===== src/rtl/rcwm_pkg.sv =====
// Package for the windowed RMS current meter: field widths, register reset
// values, register indexes, sequencer states and step counts.
// No dependencies; every other file refers to it by scoped names.
package rcwm_pkg;

    // Window length in samples
    localparam int WINDOW_SAMPLES = 40;

    // Field and register widths
    localparam int SAMPLE_W   = 12;
    localparam int FLOOR_W    = 11;
    localparam int GAIN_W     = 16;
    localparam int AMPS_W     = 27;
    localparam int COUNTS_W   = 20;
    localparam int COUNT_W    = 6;
    localparam int SUM_W      = 30;
    localparam int SQR_W      = 2 * SAMPLE_W;
    localparam int MEAN_FRAC  = 16;
    localparam int MEAN_W     = SUM_W + MEAN_FRAC;
    localparam int REM_W      = $clog2(WINDOW_SAMPLES + 1);
    localparam int ROOT_W     = MEAN_W / 2;
    localparam int ROOT_REM_W = ROOT_W + 3;
    localparam int EXCESS_W   = COUNTS_W;
    localparam int PROD_W     = EXCESS_W + GAIN_W;
    localparam int Q8_SHIFT   = 8;
    localparam int STEP_W     = $clog2(MEAN_W);

    // Configuration port
    localparam int CFG_INDEX_W = 2;
    localparam int CFG_DATA_W  = 16;

    // Step counts of the serial units
    localparam int SQUARE_STEPS = SAMPLE_W;
    localparam int DIVIDE_STEPS = MEAN_W;
    localparam int ROOT_STEPS   = ROOT_W;
    localparam int SCALE_STEPS  = GAIN_W;

    // Register reset values
    localparam logic [SAMPLE_W-1:0] MIDSCALE_RESET = SAMPLE_W'(2048);
    localparam logic [FLOOR_W-1:0]  FLOOR_RESET    = FLOOR_W'(8);
    localparam logic [GAIN_W-1:0]   GAIN_RESET     = GAIN_W'(1807);

    localparam logic [COUNT_W-1:0] WINDOW_COUNT = COUNT_W'(WINDOW_SAMPLES);
    localparam logic [REM_W:0]     DIVISOR      = (REM_W + 1)'(WINDOW_SAMPLES);
    localparam logic [AMPS_W-1:0]  AMPS_MAX     = {AMPS_W{1'b1}};

    typedef enum logic [CFG_INDEX_W-1:0] {
        REG_MIDSCALE = 2'd0,
        REG_NOISE    = 2'd1,
        REG_GAIN     = 2'd2
    } reg_index_t;

    typedef enum logic [2:0] {
        ST_IDLE,
        ST_SQUARE,
        ST_ACCUM,
        ST_DIVIDE,
        ST_ROOT,
        ST_FLOOR,
        ST_SCALE,
        ST_LOAD
    } state_t;

endpackage


===== src/rtl/rcwm_ifs.sv =====
// Channel interfaces of the windowed RMS current meter: sample input,
// result output and configuration write. Depends on rcwm_pkg.
interface rcwm_sample_if;
    logic                          valid;
    logic                          ready;
    logic [rcwm_pkg::SAMPLE_W-1:0] current_sample;

    modport source (output valid, output current_sample, input ready);
    modport sink   (input valid, input current_sample, output ready);
endinterface

interface rcwm_result_if;
    logic                          valid;
    logic                          ready;
    logic [rcwm_pkg::AMPS_W-1:0]   rms_amps;
    logic [rcwm_pkg::COUNTS_W-1:0] rms_counts;

    modport source (output valid, output rms_amps, output rms_counts, input ready);
    modport sink   (input valid, input rms_amps, input rms_counts, output ready);
endinterface

interface rcwm_cfg_if;
    logic                             valid;
    logic                             ready;
    logic [rcwm_pkg::CFG_INDEX_W-1:0] index;
    logic [rcwm_pkg::CFG_DATA_W-1:0]  data;

    modport source (output valid, output index, output data, input ready);
    modport sink   (input valid, input index, input data, output ready);
endinterface


===== src/rtl/rms_current_window_meter_core.sv =====
// Windowed RMS current meter top level: serial squarer, divider by the
// window length, square root and gain multiplier around one sequencer.
// Depends on rcwm_pkg and the channel interfaces in rcwm_ifs.sv.
//
// Usage:
//   sample : one raw 12-bit current conversion per transfer.
//   result : one transfer per window of WINDOW_SAMPLES samples, carrying
//            rms_counts (Q8 counts) and rms_amps (Q16 amps after floor,
//            clamp at zero and gain, saturated).
//   cfg    : register writes, index 0 midscale offset, 1 noise floor,
//            2 gain; always ready, unknown indexes are dropped.
// Sequence: sample.ready drops after each transfer while the bit-serial
//   squarer runs and the square is accumulated, so a new sample is taken
//   only once the last one is through. The last sample of a window adds the
//   restoring division by the window length, the two-bit-per-step root,
//   a floor step, the serial gain multiply and a load step; with a free
//   output register result.valid and sample.ready rise together after it.
// Reset clears the registers to their defaults, the sum and the counter.
// A stalled result sits in the output register while samples keep coming;
// only a second finished window waits in the load step until it drains.
module rms_current_window_meter_core (
    input  logic           clk,
    input  logic           rst_n,
    rcwm_cfg_if.sink       cfg,
    rcwm_sample_if.sink    sample,
    rcwm_result_if.source  result
);

    rcwm_pkg::state_t state_reg, seq_next;

    logic [rcwm_pkg::STEP_W-1:0]   step_reg;
    logic [rcwm_pkg::COUNT_W-1:0]  count_reg;
    logic [rcwm_pkg::SUM_W-1:0]    sum_reg;
    logic                          out_valid_reg;

    logic [rcwm_pkg::SAMPLE_W-1:0] midscale_reg;
    logic [rcwm_pkg::FLOOR_W-1:0]  floor_reg;
    logic [rcwm_pkg::GAIN_W-1:0]   gain_reg;

    // Datapath payload
    logic [rcwm_pkg::SAMPLE_W-1:0]   mag_reg;
    logic [rcwm_pkg::SQR_W-1:0]      sq_reg;
    logic [rcwm_pkg::MEAN_W-1:0]     div_reg;
    logic [rcwm_pkg::REM_W-1:0]      div_rem_reg;
    logic [rcwm_pkg::ROOT_W-1:0]     root_reg;
    logic [rcwm_pkg::ROOT_REM_W-1:0] root_rem_reg;
    logic [rcwm_pkg::EXCESS_W-1:0]   excess_reg;
    logic [rcwm_pkg::PROD_W-1:0]     scale_reg;
    logic [rcwm_pkg::COUNTS_W-1:0]   counts_reg;
    logic [rcwm_pkg::AMPS_W-1:0]     amps_out_reg;
    logic [rcwm_pkg::COUNTS_W-1:0]   counts_out_reg;

    // Handshake and sequencing strobes
    logic sample_xfer;
    logic result_xfer;
    logic last_step;
    logic load_out;
    logic window_done;

    // Arithmetic of one step
    logic [rcwm_pkg::SAMPLE_W-1:0]   mag_now;
    logic [rcwm_pkg::SAMPLE_W:0]     sq_sum;
    logic [rcwm_pkg::SUM_W-1:0]      sum_new;
    logic [rcwm_pkg::REM_W:0]        div_try;
    logic                            div_ge;
    logic [rcwm_pkg::ROOT_REM_W-1:0] root_try;
    logic [rcwm_pkg::ROOT_REM_W-1:0] root_trial;
    logic                            root_ge;
    logic [rcwm_pkg::COUNTS_W-1:0]   floor_q8;
    logic [rcwm_pkg::COUNTS_W-1:0]   counts_now;
    logic [rcwm_pkg::EXCESS_W:0]     scale_sum;
    logic [rcwm_pkg::AMPS_W-1:0]     amps_sat;

    assign sample_xfer = sample.valid && sample.ready;
    assign result_xfer = result.valid && result.ready;

    // Magnitude of sample minus offset, taken at the transfer
    assign mag_now = (sample.current_sample >= midscale_reg)
                   ? (sample.current_sample - midscale_reg)
                   : (midscale_reg - sample.current_sample);

    // Shift-add squarer: add the multiplicand at the top, shift right
    assign sq_sum = {1'b0, sq_reg[rcwm_pkg::SQR_W-1:rcwm_pkg::SAMPLE_W]}
                  + (sq_reg[0] ? {1'b0, mag_reg} : '0);

    assign sum_new     = sum_reg + rcwm_pkg::SUM_W'(sq_reg);
    assign window_done = (count_reg + 1'b1) == rcwm_pkg::WINDOW_COUNT;

    // Restoring divider by the window length, one quotient bit a step
    assign div_try = {div_rem_reg, div_reg[rcwm_pkg::MEAN_W-1]};
    assign div_ge  = div_try >= rcwm_pkg::DIVISOR;

    // Restoring root, two radicand bits a step
    assign root_try   = {root_rem_reg[rcwm_pkg::ROOT_REM_W-3:0],
                         div_reg[rcwm_pkg::MEAN_W-1 -: 2]};
    assign root_trial = rcwm_pkg::ROOT_REM_W'({root_reg, 2'b01});
    assign root_ge    = root_try >= root_trial;

    // Floor subtraction in Q8 with clamp at zero
    assign counts_now = root_reg[rcwm_pkg::COUNTS_W-1:0];
    assign floor_q8   = rcwm_pkg::COUNTS_W'({floor_reg, {rcwm_pkg::Q8_SHIFT{1'b0}}});

    // Shift-add gain multiplier
    assign scale_sum = {1'b0, scale_reg[rcwm_pkg::PROD_W-1:rcwm_pkg::GAIN_W]}
                     + (scale_reg[0] ? {1'b0, excess_reg} : '0);

    // Drop the Q8 fraction and saturate
    assign amps_sat =
        (|scale_reg[rcwm_pkg::PROD_W-1:rcwm_pkg::Q8_SHIFT+rcwm_pkg::AMPS_W])
        ? rcwm_pkg::AMPS_MAX
        : scale_reg[rcwm_pkg::Q8_SHIFT+rcwm_pkg::AMPS_W-1:rcwm_pkg::Q8_SHIFT];

    // Next state
    always_comb
    begin
        seq_next = state_reg;
        unique case (state_reg)
            rcwm_pkg::ST_IDLE:
            begin
                if (sample_xfer)
                    seq_next = rcwm_pkg::ST_SQUARE;
            end
            rcwm_pkg::ST_SQUARE:
            begin
                if (last_step)
                    seq_next = rcwm_pkg::ST_ACCUM;
            end
            rcwm_pkg::ST_ACCUM:
            begin
                seq_next = window_done ? rcwm_pkg::ST_DIVIDE : rcwm_pkg::ST_IDLE;
            end
            rcwm_pkg::ST_DIVIDE:
            begin
                if (last_step)
                    seq_next = rcwm_pkg::ST_ROOT;
            end
            rcwm_pkg::ST_ROOT:
            begin
                if (last_step)
                    seq_next = rcwm_pkg::ST_FLOOR;
            end
            rcwm_pkg::ST_FLOOR:
            begin
                seq_next = rcwm_pkg::ST_SCALE;
            end
            rcwm_pkg::ST_SCALE:
            begin
                if (last_step)
                    seq_next = rcwm_pkg::ST_LOAD;
            end
            rcwm_pkg::ST_LOAD:
            begin
                if (load_out)
                    seq_next = rcwm_pkg::ST_IDLE;
            end
            default:
            begin
                seq_next = rcwm_pkg::ST_IDLE;
            end
        endcase
    end

    // Outputs and strobes
    always_comb
    begin
        sample.ready = 1'b0;
        last_step    = 1'b0;
        load_out     = 1'b0;
        unique case (state_reg)
            rcwm_pkg::ST_IDLE:
                sample.ready = 1'b1;
            rcwm_pkg::ST_SQUARE:
                last_step = step_reg == rcwm_pkg::STEP_W'(rcwm_pkg::SQUARE_STEPS - 1);
            rcwm_pkg::ST_DIVIDE:
                last_step = step_reg == rcwm_pkg::STEP_W'(rcwm_pkg::DIVIDE_STEPS - 1);
            rcwm_pkg::ST_ROOT:
                last_step = step_reg == rcwm_pkg::STEP_W'(rcwm_pkg::ROOT_STEPS - 1);
            rcwm_pkg::ST_SCALE:
                last_step = step_reg == rcwm_pkg::STEP_W'(rcwm_pkg::SCALE_STEPS - 1);
            rcwm_pkg::ST_LOAD:
                load_out = !out_valid_reg || result.ready;
            default:
            begin
                sample.ready = 1'b0;
            end
        endcase
    end

    assign cfg.ready         = 1'b1;
    assign result.valid      = out_valid_reg;
    assign result.rms_amps   = amps_out_reg;
    assign result.rms_counts = counts_out_reg;

    // Control state, window accumulator and configuration registers
    always_ff @(posedge clk or negedge rst_n)
    begin
        if (!rst_n)
        begin
            state_reg     <= rcwm_pkg::ST_IDLE;
            step_reg      <= '0;
            count_reg     <= '0;
            sum_reg       <= '0;
            out_valid_reg <= 1'b0;
            midscale_reg  <= rcwm_pkg::MIDSCALE_RESET;
            floor_reg     <= rcwm_pkg::FLOOR_RESET;
            gain_reg      <= rcwm_pkg::GAIN_RESET;
        end
        else
        begin
            state_reg <= seq_next;

            // Restart the step counter on every state change
            if (seq_next != state_reg)
                step_reg <= '0;
            else
                step_reg <= step_reg + 1'b1;

            if (state_reg == rcwm_pkg::ST_ACCUM)
            begin
                if (window_done)
                begin
                    count_reg <= '0;
                    sum_reg   <= '0;
                end
                else
                begin
                    count_reg <= count_reg + 1'b1;
                    sum_reg   <= sum_new;
                end
            end

            if (load_out)
                out_valid_reg <= 1'b1;
            else if (result_xfer)
                out_valid_reg <= 1'b0;

            if (cfg.valid && cfg.ready)
            begin
                unique case (rcwm_pkg::reg_index_t'(cfg.index))
                    rcwm_pkg::REG_MIDSCALE:
                        midscale_reg <= cfg.data[rcwm_pkg::SAMPLE_W-1:0];
                    rcwm_pkg::REG_NOISE:
                        floor_reg <= cfg.data[rcwm_pkg::FLOOR_W-1:0];
                    rcwm_pkg::REG_GAIN:
                        gain_reg <= cfg.data[rcwm_pkg::GAIN_W-1:0];
                    default:
                    begin
                        // drop writes to unknown indexes
                    end
                endcase
            end
        end
    end

    // Serial datapath
    always_ff @(posedge clk)
    begin
        unique case (state_reg)
            rcwm_pkg::ST_IDLE:
            begin
                if (sample_xfer)
                begin
                    mag_reg <= mag_now;
                    sq_reg  <= rcwm_pkg::SQR_W'(mag_now);
                end
            end
            rcwm_pkg::ST_SQUARE:
            begin
                sq_reg <= {sq_sum, sq_reg[rcwm_pkg::SAMPLE_W-1:1]};
            end
            rcwm_pkg::ST_ACCUM:
            begin
                // Hand the finished sum, in Q16, to the divider
                div_reg     <= {sum_new, {rcwm_pkg::MEAN_FRAC{1'b0}}};
                div_rem_reg <= '0;
            end
            rcwm_pkg::ST_DIVIDE:
            begin
                div_rem_reg <= div_ge ? rcwm_pkg::REM_W'(div_try - rcwm_pkg::DIVISOR)
                                      : rcwm_pkg::REM_W'(div_try);
                div_reg     <= {div_reg[rcwm_pkg::MEAN_W-2:0], div_ge};
                root_reg     <= '0;
                root_rem_reg <= '0;
            end
            rcwm_pkg::ST_ROOT:
            begin
                root_rem_reg <= root_ge ? (root_try - root_trial) : root_try;
                root_reg     <= {root_reg[rcwm_pkg::ROOT_W-2:0], root_ge};
                div_reg      <= {div_reg[rcwm_pkg::MEAN_W-3:0], 2'b00};
            end
            rcwm_pkg::ST_FLOOR:
            begin
                counts_reg <= counts_now;
                excess_reg <= (counts_now > floor_q8) ? (counts_now - floor_q8) : '0;
                scale_reg  <= rcwm_pkg::PROD_W'(gain_reg);
            end
            rcwm_pkg::ST_SCALE:
            begin
                scale_reg <= {scale_sum, scale_reg[rcwm_pkg::GAIN_W-1:1]};
            end
            rcwm_pkg::ST_LOAD:
            begin
                if (load_out)
                begin
                    amps_out_reg   <= amps_sat;
                    counts_out_reg <= counts_reg;
                end
            end
            default:
            begin
                // hold
            end
        endcase
    end

endmodule

===== src/flat_wrapper.sv =====
// flat-port wrapper written by rule: the top's interface ports become plain ports
module rms_current_window_meter_core_flat 
  (clk, rst_n, cfg_valid, cfg_index, cfg_data, cfg_ready, sample_valid, sample_current_sample, sample_ready, result_valid, result_rms_amps, result_rms_counts, result_ready);
  rcwm_cfg_if cfg_i ();
  rcwm_sample_if sample_i ();
  rcwm_result_if result_i ();
  input  logic clk;
  input  logic rst_n;
  input wire logic [$bits(cfg_i.valid)-1:0] cfg_valid;
  input wire logic [$bits(cfg_i.index)-1:0] cfg_index;
  input wire logic [$bits(cfg_i.data)-1:0] cfg_data;
  output wire logic [$bits(cfg_i.ready)-1:0] cfg_ready;
  input wire logic [$bits(sample_i.valid)-1:0] sample_valid;
  input wire logic [$bits(sample_i.current_sample)-1:0] sample_current_sample;
  output wire logic [$bits(sample_i.ready)-1:0] sample_ready;
  output wire logic [$bits(result_i.valid)-1:0] result_valid;
  output wire logic [$bits(result_i.rms_amps)-1:0] result_rms_amps;
  output wire logic [$bits(result_i.rms_counts)-1:0] result_rms_counts;
  input wire logic [$bits(result_i.ready)-1:0] result_ready;
  assign cfg_i.valid = cfg_valid;
  assign cfg_i.index = cfg_index;
  assign cfg_i.data = cfg_data;
  assign cfg_ready = cfg_i.ready;
  assign sample_i.valid = sample_valid;
  assign sample_i.current_sample = sample_current_sample;
  assign sample_ready = sample_i.ready;
  assign result_valid = result_i.valid;
  assign result_rms_amps = result_i.rms_amps;
  assign result_rms_counts = result_i.rms_counts;
  assign result_i.ready = result_ready;
  rms_current_window_meter_core u_core (.clk(clk), .rst_n(rst_n), .cfg(cfg_i), .sample(sample_i), .result(result_i));
endmodule

===== config.mk =====
export PLATFORM = sky130hd
export DESIGN_NAME = rms_current_window_meter_core_flat
export DESIGN_NICKNAME = d
export VERILOG_FILES = /design/src/rtl/rcwm_pkg.sv /design/src/rtl/rcwm_ifs.sv /design/src/rtl/rms_current_window_meter_core.sv /design/src/flat_wrapper.sv
export SDC_FILE = /design/constraint.sdc
export NUM_CORES = 1
export LEC_CHECK = 0
export BUFFER_PORTS_ARGS = -buffer_cell sky130_fd_sc_hd__buf_4
export CAP_MARGIN = 5
export CORE_MARGIN = 1.5
export CORE_UTILIZATION = 40
export DETAILED_ROUTE_END_ITERATION = 12
export PLACE_DENSITY = 0.67
export SYNTH_ARGS = -nofsm -noshare
export SYNTH_HDL_FRONTEND = slang
export SYNTH_SLANG_ARGS = --single-unit

===== constraint.sdc =====
create_clock -name clk -period 6.7 [get_ports clk]
set_input_delay 0.67 -clock clk [delete_from_list [all_inputs] [get_ports clk]]
set_output_delay 0.67 -clock clk [all_outputs]
set_load 0.005 [all_outputs]

======== After elaboration in Yosys (flattened, before gate mapping) ========
Index checks and enable logic that the tools add are counted.
operators by class
  equal/unequal tests ..................... 16
  reduce and logical (&&, ||, !) cells .... 18
  bitwise operators ....................... 0
  add/sub/neg operators ................... 10
  shift operators ......................... 0
  $mul .................................... 0
  divide/modulo/power cells ............... 0
  order comparisons ....................... 4
  muxes and demuxes ....................... 28
operators with widths
  kind                                                                   count
  46-bit one-hot mux with 3 select lines                                 1
  24-bit one-hot mux with 2 select lines                                 2
  36-bit one-hot mux with 2 select lines                                 1
  24-bit 2-to-1 mux                                                      2
  23-bit one-hot mux with 2 select lines                                 1
  30-bit by 24-bit adder with 30-bit output                              1
  30-bit 2-to-1 mux                                                      1
  26-bit by 25-bit greater-or-equal comparator with 1-bit output         1
  12-bit 2-to-1 mux                                                      2
  3-bit one-hot mux with 8 select lines                                  1
  12-bit subtractor                                                      2
  24-bit subtractor                                                      1
  20-bit by 21-bit adder with 21-bit output                              1
  20-bit by 19-bit greater-than comparator with 1-bit output             1
  20-bit 2-to-1 mux                                                      1
  20-bit by 19-bit subtractor with 20-bit output                         1
  3-bit 2-to-1 mux                                                       6
  6-bit 2-to-1 mux                                                       3
  12-bit by 13-bit adder with 13-bit output                              1
  6-bit by 1-bit adder with 6-bit output, second input constant          2
  3-bit equality test, second input constant                             4
  6-bit by 4-bit equality test with 1-bit output, second input constant  2
  6-bit equality test, second input constant                             2
  12-bit greater-or-equal comparator                                     1
  other kinds (21)                                                       35
word-level totals
  register bits ........................... 343
  output and inout port bits .............. 50
  memory bits (writable) .................. 0
  word-level logic and storage cells ...... 95
  memory bits (read-only) ................. 0
  memories ................................ 0
  input port bits ......................... 35
  bits in latches ......................... 0

======== Logic depth before layout (Yosys ltp) ========
  depth after elaboration ................. 7
  mapped depth ............................ 13
  gate-level depth less buffers ........... 12

======== Worst setup path before layout ========
No wires, ideal clock.
  path type ............................... register to register
  start ................................... register u_core.state_reg[0]
  end ..................................... register u_core.counts_reg[0] (netlist name), enable pin
  buffers on the path ..................... 1
  setup time .............................. 495 ps
  cell stages (with the launch flop) ...... 4
  period minus slack after synthesis ...... 4326 ps
  slack ................................... 2374 ps
  required time ........................... 6205 ps
  data arrival time ....................... 3830 ps
  cell sequence ........................... dfrtp_1 clkbuf_1 inv_2 nor3b_1
between the ends
  longest elaborated chain between the ends .. 1
RTL lines
  what                      RTL line                              source
  start: declaration        rms_current_window_meter_core.sv:29   rcwm_pkg::state_t state_reg, seq_next;
  start signal: assignment  rms_current_window_meter_core.sv:199  state_reg <= rcwm_pkg::ST_IDLE;
  start signal: assignment  rms_current_window_meter_core.sv:210  state_reg <= seq_next;
  3-bit equality test       rms_current_window_meter_core.sv:258  unique case (state_reg)
  end signal: assignment    rms_current_window_meter_core.sv:293  counts_reg <= counts_now;
  end: declaration          rms_current_window_meter_core.sv:49   logic [rcwm_pkg::COUNTS_W-1:0] counts_reg;
No other way between the ends.
A chain may end at the register's enable or synchronous reset.

======== Worst setup path after layout ========
  start ................................... register u_core.count_reg[0] (netlist name)
  end ..................................... register u_core.sum_reg[28] (netlist name)
between the ends
  longest elaborated chain between the ends .. 3
RTL lines
  what                                    RTL line                              source
  start: declaration                      rms_current_window_meter_core.sv:32   logic [rcwm_pkg::COUNT_W-1:0] count_reg;
  start signal: assignment                rms_current_window_meter_core.sv:227  count_reg <= count_reg + 1'b1;
  6-bit by 1-bit adder with 6-bit output  rms_current_window_meter_core.sv:87   assign window_done = (count_reg + 1'b1) == rcwm_pkg::WINDOW_COUNT;
  6-bit equality test                     rms_current_window_meter_core.sv:87
  30-bit 2-to-1 mux                       rms_current_window_meter_core.sv:220  if (window_done)
  end signal: assignment                  rms_current_window_meter_core.sv:228  sum_reg <= sum_new;
  end: declaration                        rms_current_window_meter_core.sv:33   logic [rcwm_pkg::SUM_W-1:0] sum_reg;
No other way between the ends.

==> run metrics <==
Worst Path Arrival=4.17 ns; # H-tree levels=2; Final HPWL DP=33100 um; CTS resizes=0; postcts setup bufs=0; crit path time final=3.75 ns; YS warnings=0; worst path cell trace=nand3_1 > or3_1 > a2111oi_0 > o21a_1 > nand2b_1 > o22ai_1 > a21oi_1 > o41ai_1; Final Hold Fails=0; Avg Inst Size Synth=10.8 um^2; Slew Viols, Final=0; sequential power share=0.367; # IOs=85; Port-buffer cells=83; Compound-Gate Fraction of Synth Area=0.147; share of synthesized registers carrying an async set or reset=0.248; LEAKAGE=0.00891 uW; mapped cell area=19100 um^2; TritonCTS Sinks=343; Die Wd=221 um; worst slew pin tran=1.11 ns; EDFF count, synth=258; most frequent cells in the layout=edfxtp_1 (258), nand2_1 (172), nor2_1 (147), ha_1 (119), inv_1 (102); hold_buf cts=0; Netlist cell types=85; sw frac=0.378; Initial Util=0.407; Cells after Synth=1762; Syn-to-layout area delta=13.3%; final setup margin=2.95 ns; Placed Area=20300 um^2; register area share after synthesis=0.518; pre-CTS setup slack=2.96 ns; final WL=46000 um; Worst setup EP type=register; slew margin rel.=0.255; die height=221 um; Clk network pwr share=0.235; status=finished, final reports clean; FMAX=267 MHz; Post-synth top flop=edfxtp_1; synthesized-area fraction occupied by adder cells=0.0843; crit path launch type=register; setup violators final=0; DR WL/cell=18.6 um; Setup Skew=0.0215 ns; first-pass GRT wire length=73100 um; DRC=0; FP Rows=79; P_sw=3470 uW; critical path required time=7.11 ns; CTS Buffer Depth=3; Hold Path Class=in -> async; Final #Nets=1995; via count=13746; vias per inst=5.56; commonest non-fill, non-tap cell in the layout=edfxtp_1; largest net degree at the start of global routing=52; maxcap violations=0; Internal Power=5710 uW; # fillers=4357; CTS buffer count=39; Max stage delay on crit path=0.82 ns; Worst IR Drop VDD=0.240 mV; Final ANT Viol Nets=0; ant diodes=0; CTS clk-pin slew, worst paths=0.06 ns; CP Max Fanout=24; 1st-pass router iterations=5; CTS tree=done; Cell Pwr Density=424 nW/um^2; Global Route Usage Sum=0.187; multiplexer share of the synthesized area=0.0374; layout cells sized above 1=0.142; critical path class=reg -> reg; Gate power share=0.398; simple-gate area share of the yosys netlist=0.140; Fin Setup TNS=0 ns; Mapped Nets=1922; design area=21600 um^2; grt ovf=0; Iter 0 DRT Violations=992; max reg flops=46; Clock Latency Late Sink=0.56 ns; Root Buffer=clkbuf_16; die area=49000 um^2; synthesized flop and latch total=343; initial antenna violation count=1; largest family of logic cells by synthesized area=compound AO/OA/AOI/OAI gates; xor/xnor share of the synthesized area=0.0386; Final Cycle Share=0.560; Crit-path slowest cell=o21a_1; CORE AREA=46900 um^2; RSZ-0062 raised after global routing=no; vias in the first global route=13551; GP Congestion=0.875
## synth_stat cells, drive strengths merged, types with 19 or more instances
cell type | instances | area [um^2]
edfxtp | 258 | 7750
nand2 | 174 | 661
nor2 | 149 | 559
ha | 119 | 1490
o21ai | 110 | 551
inv | 104 | 390
a21oi | 78 | 394
dfrtp | 76 | 1900
clkbuf | 55 | 208
xnor2 | 46 | 403
and2 | 43 | 272
a21o | 38 | 285
xor2 | 38 | 333
mux2 | 37 | 420
or2 | 35 | 219
a22oi | 32 | 240
nor3 | 31 | 160
mux2i | 28 | 293
nand3 | 21 | 110
nor2b | 20 | 125
a31oi | 19 | 119
## worst max-delay path, delay by kind of cell, from the launching register on
| kind | cells | cell delay [ns] |
|---|---|---|
| and+or+nand+nor | 3 | 1.37 |
| AOI/OAI and AO/OA | 5 | 1.77 |
| DFF | 1 | 0.45 |
## kinds of logic after synthesis
kind of cell / count (synthesis)
simple gates: 555
compound gates: 419
flops: 343
buf+inv: 170
fa+ha+maj: 125
xor+xnor: 84
mux: 65
other cells: 1
## worst paths after layout
path | from | end | slack (ns) | depth (start not counted)
max in group asynchronous | rst_n | u_core.sum_reg[12]$_DFFE_PN0P_ | 5.48 | 2
min reg2reg | u_core.counts_reg[11]$_DFFE_PP_ | u_core.result.rms_counts[11]$_DFFE_PP_ | 0.42 | 0
max reg2reg | u_core.count_reg[0]$_DFFE_PN0P_ | u_core.sum_reg[28]$_DFFE_PN0P_ | 2.95 | 8
min in group clk | cfg_data[7] | u_core.midscale_reg[7]$_DFFE_PN0P_ | 0.35 | 3
min | rst_n | u_core.sum_reg[18]$_DFFE_PN0P_ | 0.10 | 1
max | u_core.count_reg[0]$_DFFE_PN0P_ | u_core.sum_reg[28]$_DFFE_PN0P_ | 2.95 | 8
## layout make-up
type,instances,area [um^2],share of cell area
Clock inverter,24,229,0.0106
Inverter,104,390,0.0181
Timing Repair Buffer,98,736,0.0340
Clock buffer,47,1060,0.0489
Sequential cell,343,9890,0.457
Tap cell,607,759,0.0351
Multi-Input combinational cell,1249,8560,0.396
## routing by layer
layer  GRT usage  wire, um  vias to the layer above
li1            -         -                     6547
met1       0.254     20900                     6760
met4      0.0572      1030                        0
met3      0.0230      2170                       70
met5           0         0                        -
met2       0.312     21800                      369
## power by group through the flow
stage | Combinational, uW | Sequential [uW] | Clock [uW]
after floorplan | 2790 | 3250 | 0
final | 3650 | 3370 | 2160
after CTS | 3640 | 3360 | 2200
after global routing | 4080 | 3420 | 2280
after global placement | 3530 | 3380 | 0
after detailed placement | 3620 | 3400 | 0
## per-stage QoR
stage	power (uW)	std cells	util	hold slack (ns)
2_1_floorplan	6040	1762	-	0.374
3_3_place_gp	6910	2401	0.434	0.404
3_5_place_dp	7020	2401	0.434	0.405
4_1_cts	9200	2472	0.461	0.0992
5_1_grt	9770	2472	0.461	0.135
6_report	9180	2472	0.461	0.102
(Power assumes the default switching activity.)
